`src/hw/rtl/vcc_pkg.sv`:
```
`default_nettype none
package vcc_pkg;

    localparam int unsigned SQ_STEPS   = 25;  // root bits of a 50 bit square
    localparam int unsigned DIV_STEPS  = 17;  // quotient bits, up to 1.0 in q16.16
    localparam int unsigned FRONT_LAT  = 4;
    localparam int unsigned PAY_DEPTH  = SQ_STEPS + DIV_STEPS;
    localparam int unsigned TOTAL_LAT  = FRONT_LAT + PAY_DEPTH + 2;
    localparam logic [16:0] ONE_Q16    = 17'h10000;

    typedef struct packed {
        logic signed [31:0] ax;
        logic signed [31:0] az;
        logic signed [31:0] bx;
        logic signed [31:0] bz;
        logic [23:0]        ra;
        logic [23:0]        rb;
        logic               cy_ge;
    } base_t;

    typedef struct packed {
        base_t              base;
        logic [24:0]        rs;
        logic signed [31:0] ya;
        logic signed [31:0] yb;
        logic [24:0]        mdx;
        logic [24:0]        mdz;
        logic [24:0]        vert;
        logic               dx_neg;
        logic               dz_neg;
        logic               dy_neg;
        logic               miss;
        logic               zero;
        logic [49:0]        dist_sq;
    } front_t;

    function automatic logic signed [32:0] sx33(input logic signed [31:0] v);
        return {v[31], v};
    endfunction

endpackage
`default_nettype wire

```
`src/hw/rtl/vcc_sqrt.sv`:
```
`default_nettype none
module vcc_sqrt import vcc_pkg::*; (
    input  wire logic        aclk,
    input  wire logic        en,
    input  wire logic [49:0] value,
    output logic [24:0]      root
);

    logic [25:0] rem_reg  [SQ_STEPS];
    logic [24:0] root_reg [SQ_STEPS];
    logic [49:0] val_reg  [SQ_STEPS];

    // one root bit per stage, restoring
    for (genvar k = 0; k < SQ_STEPS; k++) begin : g_step
        logic [25:0] rem_in;
        logic [24:0] root_in;
        logic [49:0] val_in;
        logic [27:0] t_c, trial_c, diff_c;
        logic        ge_c;

        if (k == 0) begin : g_first
            assign rem_in  = '0;
            assign root_in = '0;
            assign val_in  = value;
        end else begin : g_rest
            assign rem_in  = rem_reg[k-1];
            assign root_in = root_reg[k-1];
            assign val_in  = val_reg[k-1];
        end

        assign t_c     = {rem_in, val_in[49:48]};
        assign trial_c = {1'b0, root_in, 2'b01};
        assign ge_c    = (t_c >= trial_c);
        assign diff_c  = t_c - trial_c;

        always_ff @(posedge aclk) begin
            if (en) begin
                rem_reg[k]  <= ge_c ? diff_c[25:0] : t_c[25:0];
                root_reg[k] <= {root_in[23:0], ge_c};
                val_reg[k]  <= {val_in[47:0], 2'b00};
            end
        end
    end

    assign root = root_reg[SQ_STEPS-1];

endmodule
`default_nettype wire

```
`config.mk`:
```
export PLATFORM = sky130hd
export DESIGN_NAME = vcc_sqrt
export DESIGN_NICKNAME = d
export VERILOG_FILES = /design/src/hw/rtl/vcc_pkg.sv /design/src/hw/rtl/vcc_sqrt.sv
export SDC_FILE = /design/constraint.sdc
export NUM_CORES = 2
export LEC_CHECK = 0
export ABC_CLOCK_PERIOD_IN_PS = 3230
export BUFFER_PORTS_ARGS = -buffer_cell sky130_fd_sc_hd__buf_2
export CORE_ASPECT_RATIO = 0.7
export CORE_MARGIN = 1.5
export CORE_UTILIZATION = 47
export CTS_CLUSTER_SIZE = 16
export DETAILED_ROUTE_END_ITERATION = 10
export GPL_ROUTABILITY_DRIVEN = 0
export GPL_TIMING_DRIVEN = 0
export HOLD_SLACK_MARGIN = 0.15
export PLACE_DENSITY = 0.71
export SETUP_SLACK_MARGIN = 0.15
export SKIP_LAST_GASP = 1
export SYNTH_ARGS = -nofsm -noshare
export SYNTH_HDL_FRONTEND = slang
export SYNTH_SLANG_ARGS = --single-unit
```
`constraint.sdc`:
```
create_clock -name aclk -period 3.23 [get_ports aclk]
set_input_delay 0.646 -clock aclk [delete_from_list [all_inputs] [get_ports aclk]]
set_output_delay 0.646 -clock aclk [all_outputs]
set_load 0.005 [all_outputs]
```
# After elaboration in Yosys (flattened, before gate mapping)

Memories as Yosys holds them, arrays and structs flattened.
Cells that the tools add are included.
W data, S select, Z words.

Flip-flop bits (word level): 0
Latch bits: 0
Bits in writable memories: 2475
Bits in read-only memories: 0
Output and inout port bits: 25
Logic and storage cells: 80
Memories kept: 3

Add/sub/neg operators: 25
Multiply operators: 0
Div/mod/pow operators: 0
Magnitude comparators: 25
Eq/ne operators: 0
Shifts and indexed selects: 0
Multiplexer cells: 27
Bitwise operators: 0
Reduce and logical (&&, ||, !) cells: 0

Memory list:

| name     | words | width | read ports | clocked after Yosys merged registers in | wr ports | RTL line       | text |
|---|---|---|---|---|---|---|---|
| val_reg  | 25    | 48    | 24         | 0                                       | 25       | vcc_sqrt.sv:11 | `logic [49:0] val_reg [SQ_STEPS];` |
| rem_reg  | 25    | 26    | 24         | 0                                       | 25       | vcc_sqrt.sv:9  | `logic [25:0] rem_reg [SQ_STEPS];` |
| root_reg | 25    | 25    | 25         | 0                                       | 25       | vcc_sqrt.sv:10 | `logic [24:0] root_reg [SQ_STEPS];` |

Operator list:

| operator              | number |
|---|---|
| $ge A28 B27 Y1        | 24 |
| $mux W26              | 25 |
| $sub A26 B26 Y26      | 24 |
| $sub A2 B1 Y3 const B | 1 |
| $ge A2 B1 Y1 const B  | 1 |
| $mux W1               | 2 |

# Longest topological paths before layout

An unclocked memory read counts as a cell.

Depth after elaboration: 3
Mapped depth: 14
Gate-level depth less buffers: 13

# Least setup slack after synthesis

Ideal clock, no wire load.

Path kind: register -> register
From: mem rem_reg[22][4], in the netlist rem_reg[5][56]
To: mem rem_reg[23][9], in the netlist rem_reg[5][87] (data pin)
Setup time: 261 ps
Arrival time: 2955 ps
Data required time: 2969 ps
Path slack: 15 ps
Stages on the path, launching flop included: 12
Path buffers: 3
Cells stage by stage: edfxtp_1 ha_1 clkbuf_1 o21a_1 nor2_1 a211oi_1 o41ai_1 o31a_1 o41ai_2 clkbuf_1 buf_2 a21oi_1

RTL lines:

| what        | RTL line |
|---|---|
| from (decl) | vcc_sqrt.sv:9 |

==> run metrics <==
outcome=finished, violations left; violated checks=negative setup slack; FF-to-FF Start=rem_reg[0][86]; Core ar.=146000 um^2; R2R depth=9; chip height=324.4 um; Yosys cell types=79; CP max FO=4; clock latency on the worst-skew pair=0.78 ns; Largest register FFs=600; CTS tree=done; ANT nets after route=0; #FFs+latches synth=1514; worst-margin pin slew=1.066 ns; Worst setup EP type=flop; first-pass GRT wire length=214.2 mm; flop-to-flop setup slack=-0.007 ns; Peak VDD IR=525.2 uV; Layout area overhead=19.04%; DR WL/cell=17.84 um; Initial DRC Count=4507; leakage=31.59 nW; Yosys warnings=0; MaxCap Viol Count=0; type of the worst setup path=flop to flop; I/O pin count=77; Critical Path AT=3.74 ns; max-slew violations=0; Cells after Synth=5224; ys flop type=edfxtp_1; Initial Util=0.4751; GR Overflow Total=0; final setup vio count=1; pre-CTS setup slack=-1.299 ns; DIE AREA=149900 um^2; CTS root buf=clkbuf_16; WHS Path Cells=1; vias in the first global route=40235; dpl hpwl=90.93 mm; Synth area leader=edfxtp_1; EDFF count, synth=1514; HP Start=en; vias=42518; WHS Endpoint=val_reg[0][4]; layout cells sized above 1=0.1750; syn nets=5628; setup_tns=-0.007144 ns; Pre-antenna DRT Iters=6; RSZ-0062 raised after global routing=true; crit-path most repeated cell=or4_4; initial antenna violation count=0; worst path cell trace=or4_4 -> or4b_4 -> or4_4 -> nor2_4 -> nand4b_1 -> o211ai_1 -> or4_4 -> nor3_1 -> xor2_1; # placed instances=7273; maximum clock path buffer count=3; post-synthesis async set-or-reset flop share=0; commonest cells in the netlist=edfxtp_1 (1514), inv_1 (429), ha_1 (352); Final Hold Viols=0; count leader, synth=edfxtp_1; sequential area share after synthesis=0.6557; syn_area_per_cell=13.27 um^2; Filler cells=11267; Tot GR Track Use=0.1774; Slowest cell on crit path=or4_4; Relative slew margins=0.2896; TritonCTS buffer count=147; Final WS setup=-0.007144 ns; Req. time, crit path=3.74 ns; Power Dens Cells=657.9 nW/um^2; total power=54.30 mW; Worst setup SP type=flop; Port Buffers=76; Die W=462.1 um; clock sink total=1514; reg2reg end=rem_reg[1][11]; vias per cell=5.457; drt drc=0; Worst Skew=0.05411 ns; largest net degree at the start of global routing=183; final std cells w/o fill=7792; total routed wirelength=139.0 mm; Multi-input gate area=24370 um^2; Sequential Area=45460 um^2; clock transition at the registers of the reported paths=0.06 ns; row count=117; fin crit period=3.237 ns; main area contributors after synthesis=edfxtp_1 (66%), ha_1 (6.4%), xnor2_1 (3.2%), xor2_1 (2.9%), a21oi_1 (2.4%); Yosys top cell area share=0.6557; peak per-stage delay on the critical path=0.56 ns; FMAX=308.9 MHz; Hold/Removal Path Class=input port to flop; CTS H-tree lvls=4; final net count=6116; Tcrit/Tclk final=1.002; Syn Std Cell Area=69340 um^2
==> placed cells by master (no fill, tap or decap), types with 35 or more instances in the layout <==
cell	instances
nand2_1	282
xor2_1	228
nor2_1	297
clkbuf_16	162
xnor2_1	250
ha_4	37
o21ai_0	175
edfxtp_1	1514
mux2_2	49
buf_4	168
o21a_1	60
buf_2	79
a21oi_1	313
a21o_1	131
dlygate4sd3_1	51
nand4_1	60
nand2b_1	64
o21ai_1	35
nor3_1	95
ha_1	304
inv_1	414
nand3_1	72
clkbuf_1	38
nor2b_1	45
nor4_1	53
==> cells by family (layout without fill, tap and decap cells) <==
| family | after synthesis | in the layout | share of synthesized area |
|---|---|---|---|
| flops | 1514 | 1514 | 0.6557 |
| other cells | 1 | 2 | 0.00005409 |
| buf+inv | 512 | 1116 | 0.02792 |
| xor+xnor | 483 | 483 | 0.06101 |
| simple gates | 1291 | 1291 | 0.09169 |
| fa+ha+maj | 352 | 352 | 0.06352 |
| mux | 64 | 64 | 0.01027 |
| compound gates | 1007 | 1007 | 0.08983 |
==> timing repair <==
item | 4_1_cts | 5_1_grt
hold endpoints to repair | 51 | 0
resized for setup | 316 | 423
buffers inserted | 83 | 109
setup endpoints to repair | 570 | 498
hold buffers | 51 | 0
pin swaps | 61 | 125
gates cloned | 3 | 9
==> worst max-delay path, delay by kind of cell, from the launching register on <==
kind	cells	cell delay, ns
xor gates and xnor gates	1	0.15
AOI/OAI and AO/OA	1	0.20
and+or+nand+nor	7	2.20
DFF	1	0.41
==> worst max-delay path by stage <==
stage | start | to | depth (start not counted)
finish | rem_reg[0][86] | rem_reg[1][11] | 9
detailed placement | rem_reg[4][78] | rem_reg[5][14] | 11
CTS | rem_reg[5][55] | rem_reg[5][88] | 11
global route | rem_reg[0][86] | rem_reg[1][11] | 9
floorplan | rem_reg[5][56] | rem_reg[5][87] | 11
global placement | en | rem_reg[4][21] | 1
==> metal layers <==
layer | share of wire | wire, um | vias up | track usage
li1 | - | - | 20300 | -
met1 | 0.48 | 66920 | 20641 | 0.2779
met2 | 0.41 | 57500 | 1364 | 0.2440
met3 | 0.087 | 12060 | 213 | 0.04218
met4 | 0.018 | 2533 | 0 | 0.04791
met5 | 0 | 0 | - | 0
==> metrics by stage <==
step | cell area [um^2] | hold WS (ns) | util
2_1_floorplan | 69380 | 0.4003 | -
3_5_place_dp | 72500 | 0.4045 | 0.4968
3_3_place_gp | 72210 | 0.4002 | 0.4948
4_1_cts | 79880 | 0.2428 | 0.5473
5_1_grt | 82540 | 0.2707 | 0.5655
6_report | 82540 | 0.2883 | 0.5655
==> power breakdown <==
| part | switching, mW | internal [mW] |
|---|---|---|
| clock | 7.41 | 9.62 |
| sequential | 1.48 | 24.6 |
| combinational | 6.13 | 5.03 |
| total | 15.0 | 39.3 |
==> cell type report <==
cell class | count | share of cell area
flip-flops and latches | 1514 | 0.5508
repair buffers | 341 | 0.03761
diodes | 1 | 0.00003032
well taps | 1963 | 0.02976
multi-input cells | 3198 | 0.2953
inverters | 430 | 0.01966
clock inverters | 93 | 0.01154
clock buffers | 172 | 0.04648
plain buffers | 80 | 0.008823
No activity file was read; power rests on OpenSTA's default activity.
