<file path="config.mk">
export PLATFORM = sky130hd
export DESIGN_NAME = vcc_div
export DESIGN_NICKNAME = d
export VERILOG_FILES = /design/src/hw/rtl/vcc_pkg.sv /design/src/hw/rtl/vcc_div.sv
export SDC_FILE = /design/constraint.sdc
export NUM_CORES = 2
export LEC_CHECK = 0
export ABC_AREA = 1
export BUFFER_PORTS_ARGS = -buffer_cell sky130_fd_sc_hd__buf_2
export CAP_MARGIN = 0
export CORE_ASPECT_RATIO = 1.2
export CORE_MARGIN = 2
export CORE_UTILIZATION = 50
export CTS_BUF_LIST = sky130_fd_sc_hd__clkbuf_8 sky130_fd_sc_hd__clkbuf_16
export CTS_CLUSTER_SIZE = 24
export DETAILED_ROUTE_END_ITERATION = 10
export PLACE_DENSITY = 0.65
export SETUP_SLACK_MARGIN = 0.02
export SYNTH_ARGS = -nofsm -noshare
export SYNTH_HDL_FRONTEND = slang
export SYNTH_SLANG_ARGS = --single-unit
</file>
<file path="constraint.sdc">
create_clock -name aclk -period 5.2 [get_ports aclk]
set_clock_uncertainty 0.1 [all_clocks]
set_input_delay 0.52 -clock aclk [delete_from_list [all_inputs] [get_ports aclk]]
set_output_delay 0.52 -clock aclk [all_outputs]
set_load 0.01 [all_outputs]
</file>
<file path="src/hw/rtl/vcc_pkg.sv">
`default_nettype none
package vcc_pkg;

    localparam int unsigned SQ_STEPS   = 25;  // root bits of a 50 bit square
    localparam int unsigned DIV_STEPS  = 17;  // quotient bits, up to 1.0 in q16.16
    localparam int unsigned FRONT_LAT  = 4;
    localparam int unsigned PAY_DEPTH  = SQ_STEPS + DIV_STEPS;
    localparam int unsigned TOTAL_LAT  = FRONT_LAT + PAY_DEPTH + 2;
    localparam logic [16:0] ONE_Q16    = 17'h10000;

    typedef struct packed {
        logic signed [31:0] ax;
        logic signed [31:0] az;
        logic signed [31:0] bx;
        logic signed [31:0] bz;
        logic [23:0]        ra;
        logic [23:0]        rb;
        logic               cy_ge;
    } base_t;

    typedef struct packed {
        base_t              base;
        logic [24:0]        rs;
        logic signed [31:0] ya;
        logic signed [31:0] yb;
        logic [24:0]        mdx;
        logic [24:0]        mdz;
        logic [24:0]        vert;
        logic               dx_neg;
        logic               dz_neg;
        logic               dy_neg;
        logic               miss;
        logic               zero;
        logic [49:0]        dist_sq;
    } front_t;

    function automatic logic signed [32:0] sx33(input logic signed [31:0] v);
        return {v[31], v};
    endfunction

endpackage
`default_nettype wire

</file>
<file path="src/hw/rtl/vcc_div.sv">
`default_nettype none
module vcc_div import vcc_pkg::*; (
    input  wire logic        aclk,
    input  wire logic        en,
    input  wire logic [24:0] num,
    input  wire logic [24:0] den,
    output logic [16:0]      quo
);

    // quotient of (num << 16) / den, one bit per stage; num <= den keeps it in 17 bits
    logic [24:0] rem_reg [DIV_STEPS];
    logic [16:0] quo_reg [DIV_STEPS];
    logic [24:0] den_reg [DIV_STEPS];

    for (genvar j = 0; j < DIV_STEPS; j++) begin : g_step
        logic [24:0] rem_in, den_in;
        logic [16:0] quo_in;
        logic        nb;
        logic [25:0] r2_c, diff_c;
        logic        ge_c;

        if (j == 0) begin : g_first
            assign rem_in = {1'b0, num[24:1]};
            assign quo_in = '0;
            assign den_in = den;
            assign nb     = num[0];
        end else begin : g_rest
            assign rem_in = rem_reg[j-1];
            assign quo_in = quo_reg[j-1];
            assign den_in = den_reg[j-1];
            assign nb     = 1'b0;
        end

        assign r2_c   = {rem_in, nb};
        assign ge_c   = (r2_c >= {1'b0, den_in});
        assign diff_c = r2_c - {1'b0, den_in};

        always_ff @(posedge aclk) begin
            if (en) begin
                rem_reg[j] <= ge_c ? diff_c[24:0] : r2_c[24:0];
                quo_reg[j] <= {quo_in[15:0], ge_c};
                den_reg[j] <= den_in;
            end
        end
    end

    assign quo = quo_reg[DIV_STEPS-1];

endmodule
`default_nettype wire

</file>
* Word-level counts from Yosys, hierarchy flattened
Memory sizes are Yosys's and may differ from the RTL's.
Cells that the tools add are included.
W data, S select, Z words.
** Word-level totals
- Memories kept :: 3
- Input bits :: 52
- Register bits :: 0
- RAM bits :: 1139
** Memories
- den_reg :: depth 17, width 25, read ports 16, clocked after memory_dff 0, write ports 17, RTL line vcc_div.sv:13 : logic [24:0] den_reg [DIV_STEPS];
- rem_reg :: depth 17, width 25, read ports 16, clocked after memory_dff 0, write ports 17, RTL line vcc_div.sv:11 : logic [24:0] rem_reg [DIV_STEPS];
- quo_reg :: depth 17, width 17, read ports 17, clocked after memory_dff 0, write ports 17, RTL line vcc_div.sv:12 : logic [16:0] quo_reg [DIV_STEPS];
** Operators by class
- $add $sub $neg :: 17
- Order comparisons :: 17
- Muxes and demuxes :: 19
** Operators with widths (count)
- $mux W25 :: 17
- $sub A25 B25 Y25 :: 17
- $ge A26 B25 Y1 :: 16
- $ge A25 B25 Y1 :: 1
- $mux W1 :: 2

* Longest topological paths before layout
An unclocked memory read counts as a cell.
- Depth after elaboration :: 3
- Depth in mapped cells :: 14
- Gate-level depth less buffers :: 14

* Worst setup path after synthesis
OpenSTA, ideal clock, no wires.
- Kind :: in2reg
- Start point :: input den[12]
- End point :: memory rem_reg[0][21] (data pin)
- Cell stages on the path :: 13
- Slack :: 2.968 ns
- Buffers on the path :: 1
- Arrival time :: 1.879 ns
- Path through :: inv_1 -> ha_1 -> nand2_1 -> inv_1 -> nand2_1 -> nand2_1 -> nand2_1 -> nand2_1 -> a21oi_4 -> nand3_4 -> buf_6 -> nand2_1 -> nand2_1
** RTL lines
- start: declaration :: RTL line vcc_div.sv:6 : input wire logic [24:0] den,
- end: declaration :: RTL line vcc_div.sv:11

==> results.md <==
| Group | Item | Value |
| --- | --- | --- |
| status | Status | finished, final reports clean |
| floorplan | Initial standard-cell utilization of the core | 50.4% |
| setup path | Path depth of the worst reg2reg path | 9 |
| grt | First-pass GRT wire length | 325,000 µm |
| synth | Cell taking the most area after synthesis | edfxtp_1 |
| sta | Worst setup margin | 1.76 ns |
| detailed routing | Detail-routed net length per standard cell | 19.2 µm |
| clocking | H-tree levels | 3 |
| detailed routing | Detailed router's first-iteration violation count | 4,962 |
| synth | Asr flop ratio synth | 0% |
| sta | Share of the clock period used by the worst path after layout | 66.1% |
| clocking | Clock latency of the later-clocked register in the worst-skew pair | 0.74 ns |
| setup path | Kind of launch point of the worst setup path | register |
| synth | Share of the yosys chip area belonging to registers | 41.8% |
| sta | Unrepaired setup endpoints after global routing | false |
| layout | # diodes | 0 |
| setup path | WP data arrival | 3.90 ns |
| sta | Number of hold violations in the final report | 0 |
| synth | Top cells by area, synth | edfxtp_1 42%, nand2_1 20%, inv_1 11%, ha_1 7.8%, nand4_1 4.7% |
| sta | Final Setup Violations | 0 |
| detailed routing | Remaining routing DRC violations | 0 |
| setup path | Critical Path RT | 5.66 ns |
| place | Detailed placement HPWL | 170,000 µm |
| clocking | Quantity of gates resized following cts | 0 |
| layout | Share of layout cells above drive strength 1 | 4.96% |
| synth | Area share of the leading cell type in the synthesized netlist | 41.8% |
| place | Worst setup slack after placement | 1.84 ns |
| synth | Synthesized area per cell | 7.43 µm² |
| synth | Post-synthesis instance total | 9,205 |
| grt | Global route overflow | 0 |
| job | Count of maximum capacitance violations | 0 |
| setup path | Capturing element type of the critical path | register |
| layout | Filler-free cell count of the finished design | 11,200 |
| clocking | Inserted Clock Buffers | 101 |
| floorplan | Top-level I/O count | 69 |
| sta | Final Max Tran Viols | 0 |
| place | Number of I/O port buffers | 68 |
| grt | GR Util All Layers | 30.4% |
| place | Standard cell area after detailed placement | 70,500 µm² |
| sta | Final total negative setup slack | 0 ns |
| synth | Post-synth top flop | edfxtp_1 |
| sta | Clock period minus worst slack | 3.44 ns |
| clocking | Clock edge transition at the registers on the reported setup and hold paths | 0.06 ns |
| detailed routing | Number of vias per cell | 5.19 |
| clocking | Largest buffer count on any clock path | 3 |
| layout | Final Net Count | 9,792 |
| power | Total leakage power | 39.2 nW |
| layout | Share of the core filled with cells | 54.5% |
| synth | Count of flip-flops with a built-in enable after synthesis | 953 |
| power | Areal power density over the cells | 561 nW/µm² |
| place | Placed cell count | 11,000 |
| floorplan | Die X | 342 µm |
| layout | Area added between synthesis and finish | 8.22% |
| clocking | CTS Root Buffer Type | clkbuf_16 |
| clocking | TritonCTS sink count | 953 |
| detailed routing | Post-detailed-route count of antenna-violating nets | 0 |
| floorplan | Placeable core area | 136,000 µm² |
| power | Highest ir drop seen on vdd | 371 µV |
| synth | Register bit count reported by yosys | 953 |
| detailed routing | Total via count in the routed design | 58,000 |
| synth | Synth Warn # | 0 |
| place | GPL Wtd Cong | 0.939 |
| synth | Synth Cell Area | 68,400 µm² |
| floorplan | Row cnt | 148 |
| floorplan | Die height | 409 µm |
| synth | Net count after synthesis | 9,697 |
| synth | Count of cell types in the netlist | 38 |
| worst hold path | Startpoint of the tightest hold check path | num[9] |
| sta | Actual slew at the worst max-slew pin | 0.968 ns |
| grt | Number of global-route vias before repair | 55,100 |
| setup path | Critical path start-end classification | reg -> reg |
| layout | Cell area after layout | 74,000 µm² |
| worst hold path | Hold path cells | 3 |
| grt | Number of antenna violations at the first check in global routing | 4 |
| setup path | Largest driver fanout on the critical path | 26 |
| clocking | CTS tree | built |
| sta | Peak clock frequency supported by timing | 291 MHz |
| setup path | Reg-to-reg critical path startpoint | rem_reg[0][80] |
| detailed routing | Post-Route WL | 215,000 µm |
| detailed routing | Detailed Routing Iterations Pass 1 | 8 |
| worst hold path | Type of the most critical hold path | in -> reg |
| setup path | Worst reg2reg path endpoint | rem_reg[0][121] |
| synth | Most instantiated library cell after synthesis | nand2_1 |
| worst hold path | Hold endpoint | rem_reg[0][9] |
| grt | Maximum number of pins on one net before global-route repair | 133 |
| sta | Relative slew slack | 35.5% |
| layout | Filler cells | 13,000 |
| synth | Most common library cells after synthesis | 3,700 x nand2_1, 1,937 x inv_1, 953 x edfxtp_1, 514 x nand4_1, 497 x nor2_1 |
| setup path | Worst-case register-to-register setup slack | 1.76 ns |
| floorplan | Total Die Area | 140,000 µm² |
## worst max-delay path, cell delays in order, from the launching register on
cell and delay [ns]:
edfxtp_1 0.43, ha_1 0.38, nand2_1 0.12, nor2_1 0.17
inv_1 0.10, nor3b_2 0.37, nand3_2 0.65, nand3_4 0.64
nand2_1 0.11, nand2_1 0.18
## logic make-up after synthesis
group | Yosys count | synth area share [%]
xor+xnor | 191 | 2.45
compound gates | 202 | 1.81
simple gates | 5311 | 33.6
fa+ha+maj | 440 | 8.22
buf+inv | 2108 | 12.1
flops | 953 | 41.8
## cell type report
class | instances | area, µm² | area share, %
clock buffers | 101 | 2530 | 3.41
clock inverters | 84 | 774 | 1.05
inverters | 1980 | 7430 | 10.0
multi-input cells | 6144 | 31500 | 42.6
flip-flops and latches | 953 | 28600 | 38.7
well taps | 1800 | 2250 | 3.04
repair buffers | 120 | 903 | 1.22
## worst max-delay path by stage
stage | end | start | slack (ns)
after global placement | rem_reg[0][121] | den_reg[0][83] | 1.71
after detailed placement | rem_reg[0][121] | den_reg[0][83] | 1.84
final | rem_reg[0][121] | rem_reg[0][80] | 1.76
after CTS | rem_reg[0][121] | den_reg[0][81] | 1.79
after floorplan | rem_reg[0][21] | den[12] | 2.97
after global routing | rem_reg[0][119] | den_reg[0][93] | 1.59
## per-stage QoR
stage               total power, mW  hold slack, ns
detailed placement             34.1           0.305
CTS                            41.6          0.0259
global route                   44.9          0.0649
global placement               34.1           0.301
finish                         41.6          0.0867
floorplan                      27.8           0.300
## placed cells by master (no fill, tap or decap), types with 4 or more instances in the layout
cell / synthesis / final
clkbuf_16: 0 / 101
inv_2: 42 / 42
fa_1: 16 / 16
nor2_4: 6 / 6
nand2_1: 3700 / 3700
nor2_2: 30 / 30
nor3_1: 20 / 20
and2_1: 40 / 40
or2_1: 9 / 9
xnor2_1: 16 / 16
edfxtp_1: 953 / 953
buf_4: 0 / 19
inv_1: 1937 / 1952
or2_2: 26 / 26
nand3_4: 27 / 27
nand2_2: 22 / 22
clkinvlp_4: 0 / 11
a21oi_1: 164 / 164
nand4_4: 4 / 4
inv_6: 0 / 6
clkinv_2: 0 / 14
xor2_1: 175 / 175
o21a_1: 16 / 16
nor3b_2: 12 / 12
buf_2: 80 / 67
nand4_1: 514 / 514
buf_12: 0 / 8
nand3_2: 17 / 17
nor3_4: 14 / 14
bufinv_16: 0 / 9
nor2_1: 497 / 497
nand3_1: 345 / 345
clkinv_1: 1 / 22
dlygate4sd3_1: 0 / 25
ha_1: 424 / 424
a21oi_4: 16 / 16
nand3b_1: 22 / 22
## power breakdown
part | switching (mW) | internal, mW | leakage (nW)
sequential | 1.77 | 11.3 | 9.37
combinational | 14.3 | 6.83 | 28.2
clock | 3.27 | 4.03 | 1.64
## metal layers
layer  share of wire [%]  wire, µm  track usage [%]  vias to the layer above
met4                 4.4      9530             12.7                        0
met5                   0         0                0                        -
met3                 4.5      9630             2.14                      373
met1                  43     92700             40.1                    26900
li1                    -         -                -                    29100
met2                  48    103000             51.8                     1671
## what timing repair did
item / in CTS / in global routing
hold buffers: 25 / 0
endpoints found under the setup margin: 0 / 0
hold endpoints to repair: 25 / 0
buffers inserted: 0 / 0
(Power assumes the default switching activity.)
